## src/rtl/skct_pkg.sv

```systemverilog
// ----------------------------------------------------------------------------
// skct_pkg
// Shared types and constants for the sorted key / child table.
// ----------------------------------------------------------------------------
package skct_pkg;

  // default geometry
  localparam int SLOTS_DEF       = 16;
  localparam int HANDLE_BITS_DEF = 32;

  // fixed field widths
  localparam int KEY_W    = 8;
  localparam int CHILD_W  = 32;
  localparam int CAP_W    = 5;
  localparam int SLOT_W   = 4;
  localparam int COUNT_W  = 5;
  localparam int CAP_RST  = 16;

  // operation codes; the spare code behaves as a lookup
  typedef enum logic [1:0] {
    CMD_LOOKUP = 2'd0,
    CMD_INSERT = 2'd1,
    CMD_REMOVE = 2'd2
  } cmd_t;

  // result status codes
  typedef enum logic [1:0] {
    ST_OK        = 2'd0,
    ST_NOT_FOUND = 2'd1,
    ST_FULL      = 2'd2
  } status_t;

  // update request broadcast to every cell
  typedef struct packed {
    logic              do_ins;
    logic              do_rem;
    logic [KEY_W-1:0]  key;
  } op_t;

endpackage

```

## src/rtl/skct_cell.sv

```systemverilog
// ----------------------------------------------------------------------------
// skct_cell
// One table slot: holds a key, its handle and a valid bit, compares against
// the request key and shifts with its neighbors on insert or remove.
// ----------------------------------------------------------------------------
module skct_cell
  import skct_pkg::*;
#(
  parameter int HANDLE_W = HANDLE_BITS_DEF
) (
  input  logic                clk,
  input  logic                rst,
  input  op_t                 op,
  input  logic [HANDLE_W-1:0] new_handle,
  // lower neighbor
  input  logic                prev_lt,
  input  logic                prev_valid,
  input  logic [KEY_W-1:0]    prev_key,
  input  logic [HANDLE_W-1:0] prev_handle,
  // upper neighbor
  input  logic                next_valid,
  input  logic [KEY_W-1:0]    next_key,
  input  logic [HANDLE_W-1:0] next_handle,
  // state and compare results
  output logic                lt,
  output logic                eq,
  output logic                at,
  output logic                valid,
  output logic [KEY_W-1:0]    key,
  output logic [HANDLE_W-1:0] handle
);

  // compare; keys stay sorted so lt is a thermometer across the row
  assign lt = valid && (key < op.key);
  assign eq = valid && (key == op.key);
  // first slot whose key is not below the request key
  assign at = !lt && prev_lt;

  // valid bit
  always_ff @(posedge clk) begin
    if (rst) begin
      valid <= 1'b0;
    end else if (op.do_ins && at) begin
      valid <= 1'b1;
    end else if (op.do_ins && !lt) begin
      valid <= prev_valid;
    end else if (op.do_rem && !lt) begin
      valid <= next_valid;
    end
  end

  // payload: new entry, shift up from below, or shift down from above
  always_ff @(posedge clk) begin
    if (op.do_ins && at) begin
      key    <= op.key;
      handle <= new_handle;
    end else if (op.do_ins && !lt) begin
      key    <= prev_key;
      handle <= prev_handle;
    end else if (op.do_rem && !lt) begin
      key    <= next_key;
      handle <= next_handle;
    end
  end

endmodule

```

## src/rtl/sorted_key_child_table_top.sv

```systemverilog
// ----------------------------------------------------------------------------
// sorted_key_child_table_top
// Sorted key byte / child handle table, node16 style, built as a row of cells.
// ----------------------------------------------------------------------------
// The table keeps up to SLOTS key bytes in ascending order with a child handle
// each. One request (lookup, insert, remove) is taken per clock: every cell
// compares its key against the request key in parallel, and on insert or
// remove each cell loads from its lower or upper neighbor in that same cycle;
// the result appears on the master side in the cycle after acceptance. The
// next request is accepted in the cycle the previous result is taken, so the
// block sustains one request per cycle while m_tready stays high; a result
// that waits holds s_tready low. The user must write the capacity through
// cfg_we/cfg_data only while the block is idle; the block does not enforce
// it. Values above SLOTS act as SLOTS and zero makes every insert report full.
// An insert into a full table returns status full and leaves the table as is.
module sorted_key_child_table_top
  import skct_pkg::*;
#(
  parameter int SLOTS       = SLOTS_DEF,
  parameter int HANDLE_BITS = HANDLE_BITS_DEF
) (
  input  logic              clk,
  input  logic              rst,
  // configuration: capacity
  input  logic              cfg_we,
  input  logic [CAP_W-1:0]  cfg_data,
  // request stream
  input  logic              s_tvalid,
  output logic              s_tready,
  input  logic [39:0]       s_tdata,   // key_byte[7:0], child_handle[39:8]
  input  logic [1:0]        s_tuser,   // command[1:0]
  // result stream
  output logic              m_tvalid,
  input  logic              m_tready,
  output logic [47:0]       m_tdata,   // found_handle[31:0], slot_index[35:32],
                                       // entry_count[40:36], zero fill above
  output logic [1:0]        m_tuser    // status[1:0]
);

  localparam int HW = (HANDLE_BITS < CHILD_W) ? HANDLE_BITS : CHILD_W;
  localparam int CW = $clog2(SLOTS + 1);
  localparam int IW = $clog2(SLOTS);
  localparam int MW = (CW > CAP_W) ? CW : CAP_W;

  // control state
  logic [CAP_W-1:0] capacity;
  logic [CW-1:0]    count;
  logic [CW-1:0]    count_next;

  // request fields
  logic             accept;
  cmd_t             cmd;
  logic [KEY_W-1:0] req_key;
  logic [HW-1:0]    req_handle;

  // cell row
  logic [SLOTS-1:0] lt_v, eq_v, at_v, valid_v;
  logic [KEY_W-1:0] key_a    [SLOTS];
  logic [HW-1:0]    handle_a [SLOTS];
  op_t              op;

  // decision
  logic             full;
  logic             hit;
  logic [SLOTS-1:0] sel;
  logic [IW-1:0]    sel_idx;
  logic [HW-1:0]    sel_handle;
  status_t          status_next;
  logic             is_lookup;

  // result register
  status_t          res_status;
  logic [CHILD_W-1:0] res_found;
  logic [SLOT_W-1:0]  res_slot;
  logic [COUNT_W-1:0] res_count;

  assign s_tready   = !m_tvalid || m_tready;
  assign accept     = s_tvalid && s_tready;
  assign cmd        = cmd_t'(s_tuser);
  assign req_key    = s_tdata[7:0];
  assign req_handle = HW'(s_tdata[39:8]);

  // capacity register
  always_ff @(posedge clk) begin
    if (rst) begin
      capacity <= CAP_W'(CAP_RST);
    end else if (cfg_we) begin
      capacity <= cfg_data;
    end
  end

  // full when count reaches capacity or the row size
  assign full = (MW'(count) >= MW'(capacity)) || (count == CW'(SLOTS));
  assign hit  = |(at_v & eq_v);

  // command decode
  always_comb begin
    op.key      = req_key;
    op.do_ins   = 1'b0;
    op.do_rem   = 1'b0;
    is_lookup   = 1'b0;
    status_next = ST_NOT_FOUND;
    sel         = '0;
    count_next  = count;
    unique case (cmd)
      CMD_INSERT: begin
        if (full) begin
          status_next = ST_FULL;
        end else begin
          status_next = ST_OK;
          op.do_ins   = accept;
          sel         = at_v;
          count_next  = count + CW'(1);
        end
      end
      CMD_REMOVE: begin
        if (hit) begin
          status_next = ST_OK;
          op.do_rem   = accept;
          sel         = at_v & eq_v;
          count_next  = count - CW'(1);
        end
      end
      default: begin
        is_lookup = 1'b1;
        if (hit) begin
          status_next = ST_OK;
          sel         = at_v & eq_v;
        end
      end
    endcase
  end

  // row of cells
  for (genvar i = 0; i < SLOTS; i++) begin : g_cell
    logic          p_lt, p_valid, n_valid;
    logic [KEY_W-1:0] p_key, n_key;
    logic [HW-1:0] p_handle, n_handle;

    if (i == 0) begin : g_first
      assign p_lt     = 1'b1;
      assign p_valid  = 1'b1;
      assign p_key    = '0;
      assign p_handle = '0;
    end else begin : g_mid_lo
      assign p_lt     = lt_v[i-1];
      assign p_valid  = valid_v[i-1];
      assign p_key    = key_a[i-1];
      assign p_handle = handle_a[i-1];
    end

    if (i == SLOTS - 1) begin : g_last
      assign n_valid  = 1'b0;
      assign n_key    = '0;
      assign n_handle = '0;
    end else begin : g_mid_hi
      assign n_valid  = valid_v[i+1];
      assign n_key    = key_a[i+1];
      assign n_handle = handle_a[i+1];
    end

    skct_cell #(
      .HANDLE_W (HW)
    ) u_cell (
      .clk         (clk),
      .rst         (rst),
      .op          (op),
      .new_handle  (req_handle),
      .prev_lt     (p_lt),
      .prev_valid  (p_valid),
      .prev_key    (p_key),
      .prev_handle (p_handle),
      .next_valid  (n_valid),
      .next_key    (n_key),
      .next_handle (n_handle),
      .lt          (lt_v[i]),
      .eq          (eq_v[i]),
      .at          (at_v[i]),
      .valid       (valid_v[i]),
      .key         (key_a[i]),
      .handle      (handle_a[i])
    );
  end

  // encode the selected slot and gather its handle
  always_comb begin
    sel_idx    = '0;
    sel_handle = '0;
    for (int i = 0; i < SLOTS; i++) begin
      if (sel[i]) begin
        sel_idx    = sel_idx | IW'(i);
        sel_handle = sel_handle | handle_a[i];
      end
    end
  end

  // entry count
  always_ff @(posedge clk) begin
    if (rst) begin
      count <= '0;
    end else if (accept) begin
      count <= count_next;
    end
  end

  // result valid
  always_ff @(posedge clk) begin
    if (rst) begin
      m_tvalid <= 1'b0;
    end else if (accept) begin
      m_tvalid <= 1'b1;
    end else if (m_tready) begin
      m_tvalid <= 1'b0;
    end
  end

  // result payload
  always_ff @(posedge clk) begin
    if (accept) begin
      res_status <= status_next;
      res_found  <= (is_lookup && hit) ? CHILD_W'(sel_handle) : '0;
      res_slot   <= SLOT_W'(sel_idx);
      res_count  <= COUNT_W'(count_next);
    end
  end

  assign m_tuser = res_status;
  assign m_tdata = {7'd0, res_count, res_slot, res_found};

  // the number of valid bits set always equals the entry count
  a_valid_matches_count: assert property (@(posedge clk) disable iff (rst)
    $countones(valid_v) == 32'(count))
    else $error("cell valid bits disagree with entry count");

  // at most one slot is ever selected
  a_sel_onehot: assert property (@(posedge clk) disable iff (rst)
    $onehot0(sel))
    else $error("more than one slot selected");

  // an accepted insert into a non-full table grows the count by one
  a_insert_grows: assert property (@(posedge clk) disable iff (rst)
    (accept && cmd == CMD_INSERT && !full) |=> (count == $past(count) + CW'(1)))
    else $error("insert did not advance entry count");

  // a full report never changes the table size
  a_full_holds: assert property (@(posedge clk) disable iff (rst)
    (accept && cmd == CMD_INSERT && full) |=> (count == $past(count)))
    else $error("entry count changed on full insert");

endmodule

```

## config.mk

```make
export PLATFORM = sky130hd
export DESIGN_NAME = sorted_key_child_table_top
export DESIGN_NICKNAME = d
export VERILOG_FILES = /design/src/rtl/skct_pkg.sv /design/src/rtl/skct_cell.sv /design/src/rtl/sorted_key_child_table_top.sv
export SDC_FILE = /design/constraint.sdc
export NUM_CORES = 2
export LEC_CHECK = 0
export ABC_AREA = 1
export BUFFER_PORTS_ARGS = -buffer_cell sky130_fd_sc_hd__buf_4
export CORE_AREA = 2 2 294 296
export CTS_CLUSTER_SIZE = 14
export DETAILED_ROUTE_END_ITERATION = 8
export DIE_AREA = 0 0 296 298
export PLACE_DENSITY = 0.63
export SETUP_SLACK_MARGIN = 0.4
export SYNTH_ARGS = -nofsm -noshare
export SYNTH_HDL_FRONTEND = slang
export SYNTH_SLANG_ARGS = --single-unit
export TNS_END_PERCENT = 30
```

## constraint.sdc

```tcl
create_clock -name clk -period 7.9 [get_ports clk]
set_input_delay 0.395 -clock clk [delete_from_list [all_inputs] [get_ports clk]]
set_output_delay 0.395 -clock clk [all_outputs]
set_load 0.02 [all_outputs]
```

; ---- Yosys cells after proc, flatten, opt, wreduce, memory -nomap -nowiden
; Index checks and enable logic that the tools add are counted.
[classes]
order_cmp = 17
add_sub_neg = 2
eq_ne = 19
reduce_logical = 137
n_bitwise = 16
n_mux = 184
[op_table]
columns = operator, count
row1 = $mux W32, 63
row2 = $or A32 B32 Y32, 15
row3 = $mux W8, 47
row4 = $eq A8 B8 Y1, 16
row5 = $lt A8 B8 Y1, 16
row6 = $logic_and A1 B1 Y1, 96
row7 = $mux W1, 58
row8 = $mux W16, 3
row9 = $reduce_bool A3 Y1, 15
row10 = $logic_not A1 Y1, 17
row11 = $and A16 B16 Y16, 1
row12 = $reduce_or A16 Y1, 1
row13 = $mux W2, 6
row14 = $mux W3, 4
row15 = $mux W5, 2
row16 = $pmux W5 S2, 1
row17 = $reduce_or A8 Y1, 1
row18 = $add A5 B1 Y5 const B, 1
row19 = $eq A5 B5 Y1 const B, 1
row20 = $ge A5 B5 Y1, 1
row21 = $sub A5 B1 Y5 const B, 1
row22 = $reduce_bool A2 Y1, 2
row23 = $reduce_or A2 Y1, 2
row24 = $reduce_or A4 Y1, 1
row25 = other kinds (3), 4
[totals]
output_inout_bits = 52
in_bits = 52
ff_bits = 710

; ---- Longest topological paths before layout
[depth]
depth_word = 39
ltp_mapped = 23
ltp_nobuf = 22

; ---- By module
; A second synthesis with hierarchy kept.
[hier_totals]
hier_cells = 6685
area_unflattened_um2 = 50158.1
[modules_own_cells]
columns = module, cells_per_inst, seq_area_each_um2, instances, area_per_inst_um2
row1 = skct_cell at g_cell[15].u_cell ..., 287, 1221.2, 10, 2549.9
row2 = skct_cell at g_cell[0].u_cell ..., 399, 1221.2, 6, 2768.9
row3 = sorted_key_child_table_top, 1421, 1511.4, 1, 8045.2

; ---- Worst setup path after synthesis
; OpenSTA, ideal clock, no wires.
[synth_timing]
path_kind = input -> register
from = input port s_tdata[7]
to = register g_cell[2].u_cell.handle[0], enable pin
required_time_ns = 7.505
path_slack_ns = 3.787
n_path_buf = 2
stages = 19
setup_ns = 0.395
t_arrival_ns = 3.719
cell_sequence = clkinv_1 -> clkbuf_1 -> ha_1 -> nand2_1 -> inv_1 -> nor2_1 -> nand3_1 -> a21oi_1 -> nand3_1 -> nand2_1 -> nor2_1 -> nand2_1 -> nor2_4 -> nor2_4 -> nand2_1 -> nand2_2 -> buf_8 -> nand2_2 -> inv_1
[synth_via]
elab_chain_len = 10
elab_cells_between_ends = 103
classes_between = 16 x order compare / 16 x eq/ne / 2 x mux / 1 x bitwise / 68 x reduce/logical
[synth_rtl]
columns = element, line_no
row1 = "start, declared", sorted_key_child_table_top.sv:30  ; input logic [39:0] s_tdata,
row2 = $lt A8 B8 Y1, skct_cell.sv:34  ; assign lt = valid && (key < op.key);
row3 = $logic_and A1 B1 Y1, skct_cell.sv:34
row4 = "$logic_not A1 Y1, on equally long branches", "skct_cell.sv:37, skct_cell.sv:57, skct_cell.sv:60"
row5 = $logic_and A1 B1 Y1, skct_cell.sv:37  ; assign at = !lt && prev_lt;
row6 = $and A16 B16 Y16, sorted_key_child_table_top.sv:94  ; assign hit = |(at_v & eq_v);
row7 = $reduce_or A16 Y1, sorted_key_child_table_top.sv:94
row8 = $mux W1, sorted_key_child_table_top.sv:117  ; if (hit) begin
row9 = $mux W1, sorted_key_child_table_top.sv:105  ; unique case (cmd)
row10 = $logic_and A1 B1 Y1, skct_cell.sv:60  ; end else if (op.do_rem && !lt) begin
row11 = $reduce_bool A3 Y1 (no source line) *, n/a
row12 = "end signal, assigned", skct_cell.sv:56  ; handle <= new_handle;
row13 = "end signal, assigned", skct_cell.sv:59  ; handle <= prev_handle;
row14 = "end signal, assigned", skct_cell.sv:62  ; handle <= next_handle;
row15 = "end, declared", skct_cell.sv:30  ; output logic [HANDLE_W-1:0] handle
; Mark *: on every way between the ends. The rest lies on a longest branch, timed or not.
; A chain may end at the register's enable or synchronous reset.

; ---- Worst setup path in the final report
[layout_timing]
from = register g_cell[11].u_cell.key[7]
to = register g_cell[12].u_cell.handle[28], enable pin
[layout_via]
elab_chain_len = 10
elab_cells_between_ends = 14
classes_between = 1 x order compare / 1 x eq/ne / 2 x mux / 1 x bitwise / 9 x reduce/logical
[layout_rtl]
columns = element, line_no
row1 = "start, declared", skct_cell.sv:29  ; output logic [KEY_W-1:0] key,
row2 = "start signal, assigned", skct_cell.sv:55  ; key <= op.key;
row3 = "start signal, assigned", skct_cell.sv:58  ; key <= prev_key;
row4 = "start signal, assigned", skct_cell.sv:61  ; key <= next_key;
row5 = $lt A8 B8 Y1, skct_cell.sv:34
row6 = $logic_and A1 B1 Y1, skct_cell.sv:34
row7 = $logic_not A1 Y1, skct_cell.sv:37
row8 = $logic_and A1 B1 Y1, skct_cell.sv:37
row9 = $and A16 B16 Y16, sorted_key_child_table_top.sv:94
row10 = $reduce_or A16 Y1, sorted_key_child_table_top.sv:94
row11 = $mux W1, sorted_key_child_table_top.sv:117
row12 = $mux W1, sorted_key_child_table_top.sv:105
row13 = $logic_and A1 B1 Y1, skct_cell.sv:60
row14 = $reduce_bool A3 Y1 (no source line) *, n/a
row15 = "end signal, assigned", skct_cell.sv:56
row16 = "end signal, assigned", skct_cell.sv:59
row17 = "end signal, assigned", skct_cell.sv:62
row18 = "end, declared", skct_cell.sv:30
; Marked as above.

==> summary.md <==
The flow ran to the end, and the final reports show no timing, DRC or antenna violations. Based on the critical path, the design can be clocked at up to 0.1920 GHz. The logs give 4769 for the final layout net count and 6681 for the initial detailed-routing violation count. The number of DRC violations after detailed routing was 0. The logs give 0 for the number of setup violations in the final report and 0.04216 mm² for the post-synth design cell area.

The routed length per placed instance is 27.64 µm. On the critical path the largest part of the delay comes from simple AND/OR/NAND/NOR gates. The run gives 4 as the quantity of hold-fixing buffers added after cts. STA puts the critical path data required time at 8.16 ns. Total CTS buffers: 82. For the sequential cell area fraction in the yosys report, the log shows 49.93%. Routability-driven placement finished with a final weighted congestion of 0.9826. Across every metal layer, demand over resource in global routing totals 35.70%. The signal on the critical path passes through ha_1 -> nand2_1 -> inv_1 -> nand2_1 -> nand2_1 -> nor2_1 -> nand2_2 -> inv_1 -> nand3_1 -> nand2_1 -> nor2_1 -> nand2_1 -> nor2_4 -> nor2_4 -> nand2_1 -> nand2_2 -> nand2_1 -> inv_2. The top cell types in the final layout, fill and taps aside, are edfxtp_1, nand2_1, nand3_1, o21ai_0, inv_1.

After floorplanning, the core was sized to cover 0.08488 mm². The proportion of register bits with asynchronous set or reset after synthesis is 0%, and the setup clock skew after layout is 0.02517 ns. For the pin with the worst max-slew slack, the measured transition is 1.332 ns.

The detail route stage leaves a number of antenna-violating nets equal to 0. Measured along the y axis, the die boundary spans 298 µm. Total of fill cells in the finished design: 7840. The tools report the leakage power total as 17.14 nW. Leaving out fill and tap cells, the most frequent cell in the layout is edfxtp_1.

The number of buffers inserted by post-CTS setup repair was 0; the count of buffers from port buffering was 96. Measured along the x axis, the die boundary spans 296 µm. Most common cell type on the critical path: nand2_1.

In this design, the stage delay of the slowest critical-path cell is 0.82 ns. Together, buffers and inverters on the worst path number 3. The critical path class was reg2reg. The maximum fanout along the worst path is 44, and the number of diodes added for antenna fixing is 0. The clock transition at the registers of the reported paths was 0.06 ns.

Cells fill 54.23% of the core in the end. For this block, the routed nets add up to 159.9 mm of wire. TritonCTS built the clock tree. The run gives 0.08821 mm² as the area of the die. Summed over all nets, the half-perimeter wirelength after detailed placement is 107.4 mm. The run gives 0 as the max-slew violation total from the final report.

The category of the worst setup path capture point was a flip-flop. The via count is 38490, and the reported max-cap violation count is 0. The worst hold-check path type is in2reg. Hold timing on the final database bottoms out at a slack of 0.04942 ns. Post-CTS resize count: 0. The number of global-route vias before repair is 34920.

VDD sags by at most 0.2249 mV. The number of detailed-routing iterations run before antenna repair was 9. Clock tree synthesis found a total of 710 sinks. The register bit total from synthesis was 710. The number of enable flip-flop cells after synthesis is 683. The most used flip-flop cell after synthesis is edfxtp_1. The post-synthesis instance total was 4712; the wire length of the first global-routing pass was 235.2 mm. In this run the number of H-tree levels came out at 3.

Averaged over all synthesized cells, the footprint is 8.948 µm². The leftover overflow at the end of global routing is 0, and the final clock period utilization by the worst path is 65.92%. After synthesis, the netlist uses 45 different library cells. The final hold violation count is 0. For this design the ratio of total power to cell area is 206.7 mW/mm². Adding up every negative setup slack in the final design gives 0 ns. STA classifies the critical path startpoint as a flip-flop.

Data arrives at the worst endpoint at 5.47 ns. Number of placement rows: 107. The slowest stage of the critical path belongs to the cell inv_2. For this configuration, the core starts out at a cell density of 49.67%. Total I/O pin count: 104. During synthesis, Yosys emitted a total of 0 warnings. The tree is rooted in a clkbuf_16. The tools report the pin count of the biggest net entering global routing as 96. Final critical-path required period: 5.208 ns.

Setup repair after global routing left no endpoint under its margin. For the worst-skew pair, the clock arrives at the later sink with an insertion delay of 0.66 ns. In this run the deepest clock path goes through 3 buffers. The area growth from synthesis to layout is 9.179%.

Of the cells placed in the final design, the portion with a size suffix greater than 1 is 8.233%. Dividing the detail-routed via count by the number of cells gives 6.654. Power comes to 9.513 mW.

The worst pin sits at a relative slew slack of 10.29%. The number of antenna violations at the first check in global routing came out at 1.
## area by class of cell
| type | instances | area, µm² | area share [%] |
|---|---|---|---|
| Sequential cell | 710 | 21050 | 45.73 |
| Multi-Input combinational cell | 3109 | 17710 | 38.48 |
| Clock buffer | 103 | 2203 | 4.786 |
| Inverter | 512 | 1923 | 4.178 |
| Tap cell | 1144 | 1431 | 3.109 |
| Timing Repair Buffer | 165 | 1261 | 2.740 |
| Clock inverter | 41 | 449.2 | 0.9758 |
## report_power, final
part	switching, mW	leakage (nW)	internal [mW]
sequential	0.110	6.50	4.33
clock	1.64	1.29	2.29
combinational	0.830	9.34	0.311
## through the flow
stage               cell area [µm²]  std cells  worst slack, ns
floorplan                     42190       4718            3.787
global placement              43340       5636            2.302
detailed placement            43340       5636            2.220
CTS                           46030       5784            2.760
global route                  46030       5784            2.364
finish                        46030       5784            2.692
## worst register-to-register path, delay by kind of cell (launching register included)
| kind | cells | cell delay [ns] |
|---|---|---|
| buf+inv | 3 | 1.54 |
| flops | 1 | 0.44 |
| fa+ha+maj | 1 | 0.31 |
| simple gates | 14 | 2.47 |
## final timing paths
kind                                            from                                     end  slack (ns)  depth (start not counted)
setup / recovery  g_cell[11].u_cell.key[7]$_DFFE_PP_  g_cell[12].u_cell.handle[28]$_DFFE_PP_        2.69                         18
hold / removal                           cfg_data[1]                capacity[1]$_SDFFE_PP0P_        0.05                          3
hold reg to reg             capacity[1]$_SDFFE_PP0P_                capacity[1]$_SDFFE_PP0P_        0.47                          2
setup reg to reg  g_cell[11].u_cell.key[7]$_DFFE_PP_  g_cell[12].u_cell.handle[28]$_DFFE_PP_        2.69                         18
## metal layers
layer | global-route usage [%] | part of all wire, % | vias up
met2 | 49.73 | 41 | 2856
li1 | - | - | 16900
met5 | 0 | 0.027 | -
met1 | 52.32 | 41 | 18420
met3 | 13.14 | 16 | 310
met4 | 8.802 | 2.5 | 4
## synth_stat cells, types with 55 or more instances
| cell | n | area share, % |
|---|---|---|
| o211ai_1 | 258 | 4.6 |
| inv_1 | 498 | 4.4 |
| nand3_1 | 607 | 7.2 |
| edfxtp_1 | 683 | 49 |
| buf_2 | 111 | 1.3 |
| nand4_1 | 108 | 1.6 |
| clkbuf_1 | 248 | 2.2 |
| o22ai_1 | 55 | 0.82 |
| ha_1 | 137 | 4.1 |
| o21ai_0 | 524 | 6.2 |
| nand2_1 | 684 | 6.1 |
| o221ai_1 | 279 | 5.8 |
| nor2_1 | 291 | 2.6 |
## sequential cells by signal, indices dropped and copies added, names as in the netlist
register,count
res_slot,4
m_tvalid,1
res_found,32
g_cell.u_cell.key,128
g_cell.u_cell.valid,16
g_cell.u_cell.handle,512
m_tuser,2
res_count,5
capacity,5
count,5
## logic make-up (layout without fill, tap and decap cells)
kind of cell,Yosys count,after routing,synth area share (%)
AO/OA/AOI/OAI,1213,1213,18.71
XOR/XNOR,5,5,0.1039
adder cells (fa/ha/maj),137,137,4.066
buffers and inverters,899,821,8.600
flip-flops,710,710,49.93
other,1,7,0.008894
AND/OR/NAND/NOR,1747,1747,18.59
No activity file was read; power rests on OpenSTA's default activity.
